### src/hdl/hmu_pkg.sv
`default_nettype none
// ----------------------------------------------------------------------------
// hmu_pkg
// shared types and sizes for the hermitian matrix unpacker
// ----------------------------------------------------------------------------
package hmu_pkg;

    localparam int NUM_FREQ     = 8;
    localparam int NUM_STATIONS = 32;
    localparam int NUM_POLS     = 2;

    localparam int HALF_ST       = (NUM_STATIONS + 1) / 2;
    localparam int TILES_PER_SUB = (HALF_ST * (HALF_ST + 1)) / 2;
    localparam int PLANE_WORDS   = NUM_FREQ * 4 * TILES_PER_SUB * NUM_POLS * NUM_POLS;
    localparam int STORE_WORDS   = 2 * PLANE_WORDS;
    localparam int PLANE_AW      = $clog2(PLANE_WORDS);

    localparam int QUEUE_DEPTH = 2;
    localparam int QUEUE_PW    = $clog2(QUEUE_DEPTH);

    localparam logic MODE_LOAD = 1'b0;
    localparam logic MODE_READ = 1'b1;

    localparam logic [31:0] SIGN_MASK = 32'h8000_0000;

    typedef logic [PLANE_AW-1:0] addr_t;
    typedef logic [31:0]         word_t;

    // one classified operation travelling from front to back
    typedef struct packed {
        logic  is_read;
        logic  wr_real;
        logic  wr_imag;
        addr_t addr;
        word_t data;
        logic  mirror;
        logic  zero;
    } op_t;

endpackage
`default_nettype wire

### src/hdl/hmu_queue.sv
`default_nettype none
// ----------------------------------------------------------------------------
// hmu_queue
// short operation queue between front and back
// ----------------------------------------------------------------------------
module hmu_queue (
    input  wire logic           clk,
    input  wire logic           rst_n,
    input  wire logic           push,
    input  wire hmu_pkg::op_t   push_op,
    output logic                full,
    input  wire logic           pop,
    output logic                empty,
    output hmu_pkg::op_t        head
);

    hmu_pkg::op_t                 entry_reg [hmu_pkg::QUEUE_DEPTH];
    logic [hmu_pkg::QUEUE_PW-1:0] wr_ptr_reg;
    logic [hmu_pkg::QUEUE_PW-1:0] rd_ptr_reg;
    logic [hmu_pkg::QUEUE_PW:0]   count_reg;
    logic [hmu_pkg::QUEUE_PW:0]   count_next;
    logic                         do_push;
    logic                         do_pop;

    assign full    = count_reg == (hmu_pkg::QUEUE_PW + 1)'(hmu_pkg::QUEUE_DEPTH);
    assign empty   = count_reg == '0;
    assign do_push = push && !full;
    assign do_pop  = pop && !empty;
    assign head    = entry_reg[rd_ptr_reg];

    always_comb
    begin
        count_next = count_reg;
        if (do_push && !do_pop)
            count_next = count_reg + 1'b1;
        else if (do_pop && !do_push)
            count_next = count_reg - 1'b1;
    end

    always_ff @(posedge clk or negedge rst_n)
    begin
        if (!rst_n)
        begin
            wr_ptr_reg <= '0;
            rd_ptr_reg <= '0;
            count_reg  <= '0;
        end
        else
        begin
            if (do_push)
                wr_ptr_reg <= wr_ptr_reg + 1'b1;
            if (do_pop)
                rd_ptr_reg <= rd_ptr_reg + 1'b1;
            count_reg <= count_next;
        end
    end

    always_ff @(posedge clk)
    begin
        if (do_push)
            entry_reg[wr_ptr_reg] <= push_op;
    end

endmodule
`default_nettype wire

### config.mk
export PLATFORM = sky130hd
export DESIGN_NAME = hmu_queue
export DESIGN_NICKNAME = d
export VERILOG_FILES = /design/src/hdl/hmu_pkg.sv /design/src/hdl/hmu_queue.sv
export SDC_FILE = /design/constraint.sdc
export NUM_CORES = 1
export LEC_CHECK = 0
export ABC_AREA = 1
export BUFFER_PORTS_ARGS = -buffer_cell sky130_fd_sc_hd__buf_2
export CAP_MARGIN = 20
export CORE_UTILIZATION = 40
export DETAILED_ROUTE_END_ITERATION = 12
export GPL_TIMING_DRIVEN = 1
export PLACE_DENSITY = 0.71
export SETUP_SLACK_MARGIN = 0.5
export SLEW_MARGIN = 20
export SYNTH_ARGS = -nofsm -noshare
export SYNTH_HDL_FRONTEND = slang
export SYNTH_SLANG_ARGS = --single-unit
### constraint.sdc
create_clock -name clk -period 7.6 [get_ports clk]
set_clock_uncertainty 0.15 [all_clocks]
set_input_delay 1.52 -clock clk [delete_from_list [all_inputs] [get_ports clk]]
set_output_delay 1.52 -clock clk [all_outputs]
set_load 0.01 [all_outputs]
After elaboration in Yosys (flattened, before gate mapping)
Memories as Yosys holds them, arrays and structs flattened.
Cells that the tools add are included.

word-level totals
  output and inout bits = 54
  input bits = 56
  RAM bits = 104
  flip-flop bits (word level) = 4
  memories kept = 1
  logic and storage cells = 23

operators by class
  reductions and logical operators = 10
  equality and inequality tests = 1
  $add $sub $neg = 4
  multiplexer cells = 4

memories
  name       depth  width  rd ports  clocked after Yosys merged registers in  wr ports  line             text
  entry_reg  2      52     1         0                                        1         hmu_queue.sv:17  hmu_pkg::op_t entry_reg [hmu_pkg::QUEUE_DEPTH];

operators with widths
  cell                                                                 count
  1-bit logical AND                                                    4
  1-bit logical NOT                                                    4
  2-bit 2-to-1 mux                                                     2
  1-bit adder (second input constant)                                  2
  2-bit by 1-bit adder with 2-bit output (second input constant)       1
  2-bit == test (second input constant)                                1
  2-bit logical NOT                                                    1
  1-bit 2-to-1 mux                                                     2
  2-bit nonzero test                                                   1
  2-bit by 1-bit subtractor with 2-bit output (second input constant)  1

Logic depth before layout (Yosys ltp)
  depth in word-level cells = 7
  gate-level depth with buffers = 9
  mapped depth without buffers = 9

Worst setup path after synthesis
OpenSTA, ideal clock, no wires.

  path kind = input-to-reg
  start point = in push
  end point = mem entry_reg[1][0] (netlist bit), enable pin
  required time = 6.988 ns
  buffers on the path = 0
  arrival = 3.777 ns
  stages on the path = 2
  setup time = 0.462 ns
  path slack = 3.211 ns
  path through = o21ai_1 -> nor2_1

on the way
  word-level cells in the longest chain between the ends = 3

ends and longest elaborated chain
  item                                    line             text
  from (decl)                             hmu_queue.sv:9   input wire logic push,
  1-bit logical AND                       hmu_queue.sv:27  assign do_push = push && !full;
  1-bit 2-to-1 mux                        hmu_queue.sv:60  if (do_push)
  1-bit 2-to-1 mux (implied by the code)  hmu_queue.sv:61  entry_reg[wr_ptr_reg] <= push_op;
  to (decl)                               hmu_queue.sv:17

No other way between the ends.

==> impl_metrics.ini <==
[cells_and_area]
nFillCells = 880
layout-drive-gt1-share_pct = 32.0
finalNonFillerCells = 552
syn2layout_area_growth_pct = 21.0
num_antenna_cells = 0
final_nets = 471
largest_register_ffs = 104

[global_route]
grt_pass1_vias = 2347
grt_max_degree = 55
grtUsageTotal_pct = 14.3
grt_overflow_total = 0
antenna_found_initial = 0
grt_pass1_wl_um = 11000

[logic_synthesis]
yosys_most_used_dff = edfxtp_1
synthDistinctLibCells = 18
synth_edf_count = 104
synth_most_common_cell = nand2_1
syn_inst = 303
synth.avg_cell_area_um2 = 13.3
synth.area.top_cells = edfxtp_1 77%, nand2_1 15%, dfrtp_1 2.5%
yosys_register_bits = 108
syn_nets = 360
syn_area_um2 = 4040
async_flop_share_pct = 3.70
yosys_warnings = 0
synth.cells.most_frequent = 165 x nand2_1, 104 x edfxtp_1, 6 x inv_1, 5 x buf_2, 5 x buf_6
synth_top_cell_by_area = edfxtp_1
synth.top_cell.area_share_pct = 77.3
seq_area_frac_synth_pct = 79.8

[worst_setup_path]
worst_setup_path_end_kind = primary output
worstSetupStartpointType = register
crit_required_ns = 5.93
startpoint = rd_ptr_reg
crit_chain = buf_4 > inv_4 > nand2_1 > nand2_1 > buf_2
reg2reg_setup_slack_ns = 5.41
worstRegToRegCells = 3
worstPathArrival_ns = 1.98
worst-path-buf-inv = 3
cp_slowest_cell = buf_4
path_depth = 5
slowest_delay_ns = 0.48
crit_type = register to primary output
critPathMostFrequentCell = nand2_1
crit_family = buffers and inverters
timing.rr.end = entry_reg[1][18]
cp_max_fo = 54
crit_end = head[36]
r2r_start = count_reg[0]

[clock_tree]
cts_resized = 0
cts_hold_repair.buffers = 0
cts_tree = built
clockBufferDepth = 2
htree_num_levels = 3
cts_sinks = 108
cts_buffers = 9
clkTransAtPathRegs_ns = 0.10
postCtsSetupBuffers = 0
clock_latency_ns = 0.35
cts_root_buffer = clkbuf_8

[power]
p_comb_share_pct = 33.6
internal_power_w = 0.00116
power_density_nw_per_um2 = 368
switching_share_pct = 35.2
seqPwrFrac_pct = 47.2
switchingPower_w = 0.000633
p_leak_nw = 2.11
peakVddDrop_mv = 0.139
p_clk_share_pct = 19.2
finalPower_w = 0.00180

[die]
initial_utilization_pct = 41.3
die_w_um = 102
dieArea_um2 = 10500
row_count = 36
io_pins = 110
die-height_um = 102
coreArea_um2 = 9770

[status]
status = finished, final reports clean

[placed_design]
port-buffer-count = 109
gp_congestion = 0.770
dp_worst_setup_slack_ns = 4.27
place_inst = 536
dp_hpwl_um = 4400

[sta]
max-slew-margin-rel_pct = 53.8
fin_ws_ns = 3.95
whs_ns = 0.353
rsz0062_at_grt = no
max_freq_mhz = 274
hold_violations = 0
tightest_slew_ns = 0.693
setup_viol = 0
slew_violations = 0
fin_crit_sh_pct = 48.1
period_needed_ns = 3.65
tns_ns = 0

[drt]
drt.antenna.violating_nets = 0
drc = 0
drt-total-wl_um = 7260
first_pass_iters = 4
via_per_inst = 4.48
routedWlPerCell_um = 13.2
dr_total_vias = 2473
drtIter0Drc = 60

[run]
drv_cap = 0

[min_path]
hp-class = register to register
holdPathStages = 2
placed cells by master (no fill, tap or decap), drive strengths merged:
master / synthesis / routed
buf: 11 / 111
bufinv: 0 / 1
clkbuf: 0 / 9
clkinv: 0 / 2
clkinvlp: 0 / 1
dfrtp: 4 / 4
edfxtp: 104 / 104
ha: 1 / 1
inv: 8 / 11
nand2: 165 / 165
nand3: 1 / 1
nand3b: 1 / 1
nand4: 1 / 1
nor2: 4 / 4
o21ai: 2 / 2
xnor2: 1 / 1
through the flow:
stage                     utilization (%)  cell area [µm²]
after floorplan                         -             4040
after global placement               47.9             4690
after detailed placement             48.0             4690
after CTS                            50.0             4890
after global routing                 50.0             4890
final                                50.0             4890
metal layers:
| metal | wire (µm) | vias up | part of all wire [%] | global-route usage [%] |
|---|---|---|---|---|
| li1 | - | 1230 | - | - |
| met1 | 3050 | 1172 | 42 | 15.8 |
| met2 | 3800 | 64 | 52 | 26.0 |
| met3 | 347 | 7 | 4.8 | 3.76 |
| met4 | 65 | 0 | 0.90 | 5.93 |
| met5 | 0 | - | 0 | 0 |
logic make-up (layout without fill, tap and decap cells):
kind of cell,Yosys count,count (layout),share of synthesized area (%)
compound gates,2,2,0.248
xor+xnor,1,1,0.217
fa+ha+maj,1,1,0.310
buf+inv,19,135,3.00
flops,108,108,79.8
simple gates,172,172,16.4
worst min-delay path, stage by stage, from the launching register on:
cell and delay (ns):
dfrtp_1 0.37, nand2_1 0.06, nand2_1 0.05
final cells by class:
type	instances	area, µm²	share of cell area (%)
inverter	8	35.0	0.717
multi-input combinational	176	702	14.4
tap	133	166	3.41
clock buffer	9	124	2.54
timing repair buffer	111	561	11.5
clock inverter	7	73.8	1.51
sequential	108	3220	66.0
worst min-delay path by stage:
stage / from / endpoint / slack [ns]
final: wr_ptr_reg / wr_ptr_reg / 0.35
after global routing: wr_ptr_reg / wr_ptr_reg / 0.38
after CTS: wr_ptr_reg / wr_ptr_reg / 0.35
after detailed placement: wr_ptr_reg / wr_ptr_reg / 0.33
after global placement: wr_ptr_reg / wr_ptr_reg / 0.33
after floorplan: wr_ptr_reg / wr_ptr_reg / 0.30
power groups by stage:
stage	sequential, W	clock (W)	combinational [W]
floorplan	0.000860	0	0.000398
global placement	0.000859	0	0.000605
detailed placement	0.000862	0	0.000619
CTS	0.000849	0.000356	0.000621
global route	0.000861	0.000376	0.000690
finish	0.000847	0.000345	0.000603
(Power assumes the default switching activity.)
