==> src/hdl/hmu_pkg.sv <==
`default_nettype none
// ----------------------------------------------------------------------------
// hmu_pkg
// shared types and sizes for the hermitian matrix unpacker
// ----------------------------------------------------------------------------
package hmu_pkg;

    localparam int NUM_FREQ     = 8;
    localparam int NUM_STATIONS = 32;
    localparam int NUM_POLS     = 2;

    localparam int HALF_ST       = (NUM_STATIONS + 1) / 2;
    localparam int TILES_PER_SUB = (HALF_ST * (HALF_ST + 1)) / 2;
    localparam int PLANE_WORDS   = NUM_FREQ * 4 * TILES_PER_SUB * NUM_POLS * NUM_POLS;
    localparam int STORE_WORDS   = 2 * PLANE_WORDS;
    localparam int PLANE_AW      = $clog2(PLANE_WORDS);

    localparam int QUEUE_DEPTH = 2;
    localparam int QUEUE_PW    = $clog2(QUEUE_DEPTH);

    localparam logic MODE_LOAD = 1'b0;
    localparam logic MODE_READ = 1'b1;

    localparam logic [31:0] SIGN_MASK = 32'h8000_0000;

    typedef logic [PLANE_AW-1:0] addr_t;
    typedef logic [31:0]         word_t;

    // one classified operation travelling from front to back
    typedef struct packed {
        logic  is_read;
        logic  wr_real;
        logic  wr_imag;
        addr_t addr;
        word_t data;
        logic  mirror;
        logic  zero;
    } op_t;

endpackage
`default_nettype wire

==> src/hdl/hmu_front.sv <==
`default_nettype none
// ----------------------------------------------------------------------------
// hmu_front
// accepts commands, classifies loads and reads, computes tile addresses
// ----------------------------------------------------------------------------
module hmu_front (
    input  wire logic           clk,
    input  wire logic           rst_n,
    input  wire logic           start,
    output logic                busy,
    input  wire logic           mode,
    input  wire logic [15:0]    word_addr,
    input  wire logic [31:0]    word_value,
    input  wire logic [2:0]     freq_chan,
    input  wire logic [4:0]     row_station,
    input  wire logic [4:0]     col_station,
    input  wire logic           row_pol,
    input  wire logic           col_pol,
    output logic                q_valid,
    output hmu_pkg::op_t        q_op,
    input  wire logic           q_full
);

    logic         valid_reg;
    logic         valid_next;
    hmu_pkg::op_t op_reg;
    hmu_pkg::op_t op_next;

    logic         push;
    logic         accept;
    logic         mirror;
    logic [4:0]   r_st;
    logic [4:0]   c_st;
    logic         rp_eff;
    logic         cp_eff;
    logic         pr;
    logic         pc;
    logic [31:0]  rh;
    logic [31:0]  ch;
    logic [31:0]  tile;
    logic [31:0]  slot;
    logic         in_range;

    assign push   = valid_reg && !q_full;
    assign busy   = valid_reg && q_full;
    assign accept = start && !busy;

    assign q_valid = valid_reg;
    assign q_op    = op_reg;

    always_comb
    begin
        rp_eff = (hmu_pkg::NUM_POLS == 2) ? row_pol : 1'b0;
        cp_eff = (hmu_pkg::NUM_POLS == 2) ? col_pol : 1'b0;
        mirror = row_station < col_station;
        r_st   = mirror ? col_station : row_station;
        c_st   = mirror ? row_station : col_station;
        pr     = mirror ? cp_eff : rp_eff;
        pc     = mirror ? rp_eff : cp_eff;
        rh     = 32'(r_st[4:1]);
        ch     = 32'(c_st[4:1]);
        // tile = (f*4 + sub)*T + tri(rh) + ch
        tile   = (32'(freq_chan) * 32'd4 + 32'({c_st[0], r_st[0]}))
                 * 32'(hmu_pkg::TILES_PER_SUB)
                 + ((rh * (rh + 32'd1)) >> 1) + ch;
        slot   = tile * 32'(hmu_pkg::NUM_POLS * hmu_pkg::NUM_POLS)
                 + 32'(pr) * 32'(hmu_pkg::NUM_POLS) + 32'(pc);
        in_range = (32'(freq_chan) < 32'(hmu_pkg::NUM_FREQ))
                   && (32'(row_station) < 32'(hmu_pkg::NUM_STATIONS))
                   && (32'(col_station) < 32'(hmu_pkg::NUM_STATIONS))
                   && (slot < 32'(hmu_pkg::PLANE_WORDS));

        op_next         = op_reg;
        op_next.is_read = (mode == hmu_pkg::MODE_READ);
        op_next.data    = word_value;
        op_next.mirror  = mirror;
        op_next.zero    = !in_range;
        if (mode == hmu_pkg::MODE_READ)
        begin
            op_next.wr_real = 1'b0;
            op_next.wr_imag = 1'b0;
            op_next.addr    = hmu_pkg::addr_t'(slot);
        end
        else if (32'(word_addr) < 32'(hmu_pkg::PLANE_WORDS))
        begin
            op_next.wr_real = 1'b1;
            op_next.wr_imag = 1'b0;
            op_next.addr    = hmu_pkg::addr_t'(word_addr);
        end
        else
        begin
            op_next.wr_real = 1'b0;
            // load beyond the store is dropped
            op_next.wr_imag = 32'(word_addr) < 32'(hmu_pkg::STORE_WORDS);
            op_next.addr    = hmu_pkg::addr_t'(32'(word_addr)
                                               - 32'(hmu_pkg::PLANE_WORDS));
        end

        valid_next = valid_reg;
        if (accept)
            valid_next = 1'b1;
        else if (push)
            valid_next = 1'b0;
    end

    always_ff @(posedge clk or negedge rst_n)
    begin
        if (!rst_n)
            valid_reg <= 1'b0;
        else
            valid_reg <= valid_next;
    end

    always_ff @(posedge clk)
    begin
        if (accept)
            op_reg <= op_next;
    end

endmodule
`default_nettype wire

==> config.mk <==
export PLATFORM = sky130hd
export DESIGN_NAME = hmu_front
export DESIGN_NICKNAME = d
export VERILOG_FILES = /design/src/hdl/hmu_pkg.sv /design/src/hdl/hmu_front.sv
export SDC_FILE = /design/constraint.sdc
export NUM_CORES = 1
export LEC_CHECK = 0
export BUFFER_PORTS_ARGS = -buffer_cell sky130_fd_sc_hd__buf_4
export CAP_MARGIN = 15
export CORE_ASPECT_RATIO = 1.75
export CORE_MARGIN = 1
export CORE_UTILIZATION = 41
export DETAILED_ROUTE_END_ITERATION = 8
export MAX_ROUTING_LAYER = met4
export PLACE_DENSITY = 0.68
export SLEW_MARGIN = 40
export SYNTH_ARGS = -nofsm -noshare
export SYNTH_HDL_FRONTEND = slang
export SYNTH_SLANG_ARGS = --single-unit
==> constraint.sdc <==
create_clock -name clk -period 4.3 [get_ports clk]
set_input_delay 0.86 -clock clk [delete_from_list [all_inputs] [get_ports clk]]
set_output_delay 0.86 -clock clk [all_outputs]
set_load 0.01 [all_outputs]
# Word level (Yosys, flattened, before mapping)
# Cells that the tools add are included.
[classes]
add_sub_neg = 7
multipliers = 2
magnitude_cmp = 4
muxes = 8
n_reduce_logical = 8
[op_table]
columns = ["cell", "count"]
rows = [
  ["$add A19 B1 Y20", 1],
  ["$lt A20 B15 Y1 const B", 1],
  ["$add A18 B2 Y19", 1],
  ["$mux W17", 1],
  ["$add A15 B4 Y16", 1],
  ["$lt A16 B15 Y1 const B", 1],
  ["$lt A16 B16 Y1 const B", 1],
  ["$add A14 B8 Y15", 1],
  ["$mux W15", 1],
  ["$sub A15 B15 Y15 const B", 1],
  ["$mul A6 B5 Y11 const B", 1],
  ["$mux W5", 2],
  ["$mul A4 B5 Y9", 1],
  ["$add A5 B2 Y6", 1],
  ["$add A4 B1 Y5 const B", 1],
  ["$lt A5 B5 Y1", 1],
  ["$mux W1", 4],
  ["$logic_and A1 B1 Y1", 3],
  ["$logic_not A1 Y1", 3],
  ["$reduce_bool A2 Y1", 1],
  ["$reduce_or A2 Y1", 1],
]
[totals]
ff_bits = 53
input_bits = 68
out_inout_bits = 54

# Longest topological paths before layout
[depth]
word_depth = 10
mapped_depth = 30
mapped_depth_nobuf = 29

# Least setup slack after synthesis
# No wires, ideal clock.
[synth_path]
path_kind = "input to register"
from = "in col_station[1]"
to = "reg op_reg (netlist bit q_op[0]), data pin"
setup_time_ns = 0.263
arrival_time_ns = 6.694
slack_ns = -2.657
stages = 28
n_path_buf = 0
path_cell_list = "inv_1 > ha_1 > a21o_1 > a21oi_4 > o21ai_4 > mux2i_2 > inv_1 > ha_1 > inv_1 > ha_1 > or2_1 > fa_1 > inv_1 > fa_1 > fa_1 > a21o_1 > a21oi_1 > o21bai_1 > o211a_1 > nor4_1 > ha_1 > ha_1 > a211oi_1 > o22ai_1 > o21ai_0 > nand3_2 > o22ai_1 > a21boi_1"
[synth_rtl]
columns = ["element", "line", "source"]
rows = [
  ["start: declaration", "hmu_front.sv:16", "input wire logic [4:0] col_station,"],
  ["end signal: assignment", "hmu_front.sv:117", "op_reg <= op_next;"],
  ["end: declaration", "hmu_front.sv:26", "hmu_pkg::op_t op_reg;"],
]

==> run metrics <==
setup slack after layout=-2.21 ns; maximum capacitance violations=0; status=finished with violations; nature of the critical path endpoint=flop; Period Utilization, post-route=152%; Yosys reg bits=53; Max H-tree Level=2; worst-margin pin slew=0.666 ns; clk_lat worst skew=0.29 ns; routed wire length=8980 µm; Synth Cell Area=3450 µm²; total number of vias=2920; gr busiest metal=met2; final max-slew violation count=0; cell mode on critical path=ha_4; largest net degree at the start of global routing=27; most common cell after layout, fill and taps aside=buf_4; pre-CTS setup slack=-2.59 ns; Worst Path Buf+Inv=6; port bufs=121; CTS buffer count=5; fmax=153 MHz; global-route wire length before repair=13400 µm; hold_ws=0.336 ns; clk root buf=clkbuf_16; RSZ-0062 raised after global routing=yes; Pleak=2.56 nW; average instance area after synthesis=12.5 µm²; CP max stage cell=fa_1; Starting DRT DRC Count=101; GR Util met2=40.3%; async set-reset flop share out of synthesis=1.89%; Total GRT Usage=20.6%; initial antenna violation count=0; max incr delay on CP=0.51 ns; CP top delay family=adder cells; NetSw=0.000999 W; worst min-delay path category=in2async; critical path peak fanout=4; Clk pwr share=13.0%; DRC viols=20; Main synth FF type=edfxtp_1; Synthesized Nets=391; WP data arrival=6.65 ns; Die ar.=8810 µm²; Wirelength per Cell=15.7 µm; power per cell area=526 nW/µm²; Post-Synthesis Cells=276; Post-synth EDFFs=52; Post-DP HPWL=7070 µm; Yosys cell types=55; layout cell share with drive strength beyond 1=58.2%; sequential power share=22.8%; most frequent cells in the layout=buf_4, edfxtp_1, ha_1; Worst setup SP type=input pin; Slew headroom=55.5%; Antenna Violating Nets Remaining=0; CTS Buffer Depth=2; sequential share of the synthesized area=46.0%; minimum clock period=6.51 ns; clock-pin slew on the worst setup and hold paths=0.06 ns; Switching Share=34.1%; GRT met1 Usage=18.6%; met3 Usage GRT=4.48%; # rows=43; Ant. Diodes=0; total power=0.00293 W; Worst VDD drop=0.350 mV; Top Ports=122; final core utilization=69.5%; Area growth, synth to finish=61.4%; initial core utilization=43.1%; YS warnings=0; Die Wd=71.4 µm; gpl congestion=0.822; internal cell power=0.00193 W; Fin. Hold Viols=0; Layout Nets=595; vias in the first global route=2970; DR vias/cell=5.11; Req. time, crit path=4.44 ns; Pre-antenna DRT Iters=9; CP Depth=30; total number of clock tree sinks=53; FF-to-FF path depth=3; failing checks=DRC, setup timing; clk_skew=0.00386 ns; combinational share of power=64.3%; Worst Setup Path Type=in2reg; CTS tree=yes; Setup Viol. Count Final=12; DIE HEIGHT=123 µm; core footprint=8020 µm²; GRT overflow=0
per-stage QoR:
step,setup TNS (ns),cells,instance area [µm²]
after floorplan,-20.22,276,3600
after global placement,-24.23,549,5100
after detailed placement,-25.32,549,5100
after CTS,-20.11,563,5420
after global routing,-24.23,571,5570
final,-21.64,571,5570
cell families (layout without fill, tap and decap cells):
family	Yosys count	after routing	share of synthesized area, %
buffers and inverters	24	229	2.83
AOI/OAI and AO/OA	49	49	10.3
adders and majority gates	47	47	18.8
muxes	22	22	7.72
and+or+nand+nor	65	65	10.4
xor gates and xnor gates	16	16	4.06
DFF	53	53	46.0
flip-flops by register name, indices dropped and copies added (netlist names):
| register | flops |
|---|---|
| q_op | 52 |
| q_valid | 1 |
layout make-up:
cell class	count	area, µm²
clock buffers	5	125
clock inverters	3	17.5
fillers	566	2440
inverters	20	87.6
multi-input cells	199	2090
flip-flops and latches	53	1590
well taps	90	113
repair buffers	201	1560
worst paths after layout:
kind | start | to | slack [ns]
setup reg to reg | q_valid | q_op[22] | 2.49
hold reg to reg | q_valid | q_valid | 0.73
min in group clk | q_valid | q_valid | 0.73
setup / recovery | col_station[1] | q_op[0] | -2.21
max in group asynchronous | rst_n | q_valid | 3.88
hold / removal | rst_n | q_valid | 0.34
metal layers:
metal / wire (µm) / share of wire [%] / vias up
met4: 286 / 3.2 / 0
met3: 717 / 8.0 / 18
met5: 0 / 0 / -
met2: 5000 / 56 / 107
li1: - / - / 1425
met1: 2980 / 33 / 1370
what timing repair did:
item                                    4_1_cts  5_1_grt
resized for setup                            27       15
endpoints found under the setup margin       12       12
pin swaps                                    22       18
endpoints found under the hold margin         0        0
hold buffers                                  0        0
setup buffers                                 8       10
Yosys cell counts (4+ instances only):
master     n  area [µm²]
inv_1     16        60.1
o21ai_0    4        20.0
nor2_1    15        56.3
xnor2_1   14         123
mux2_2     8        90.1
edfxtp_1  52        1560
mux2i_1    5        50.1
inv_2      4        15.0
ha_1      39         488
mux2_1     4        45.0
fa_1       8         160
nand2_1   16        60.1
a21o_1     6        45.0
nor4_1     4        25.0
a21oi_1   17        85.1
worst register-to-register path, stage by stage, from the launching register on:
cell and delay, ns:
dfrtp_1 0.37, and2_1 0.21, nor2b_4 0.55, buf_4 0.37
power groups by stage:
stage	clock (W)	sequential, W	combinational, W
3_3_place_gp	0	0.000678	0.00144
2_1_floorplan	0	0.000707	0.000883
5_1_grt	0.000409	0.000671	0.00203
3_5_place_dp	0	0.000680	0.00147
4_1_cts	0.000393	0.000669	0.00171
6_report	0.000380	0.000667	0.00188
No activity file was read; power rests on OpenSTA's default activity.
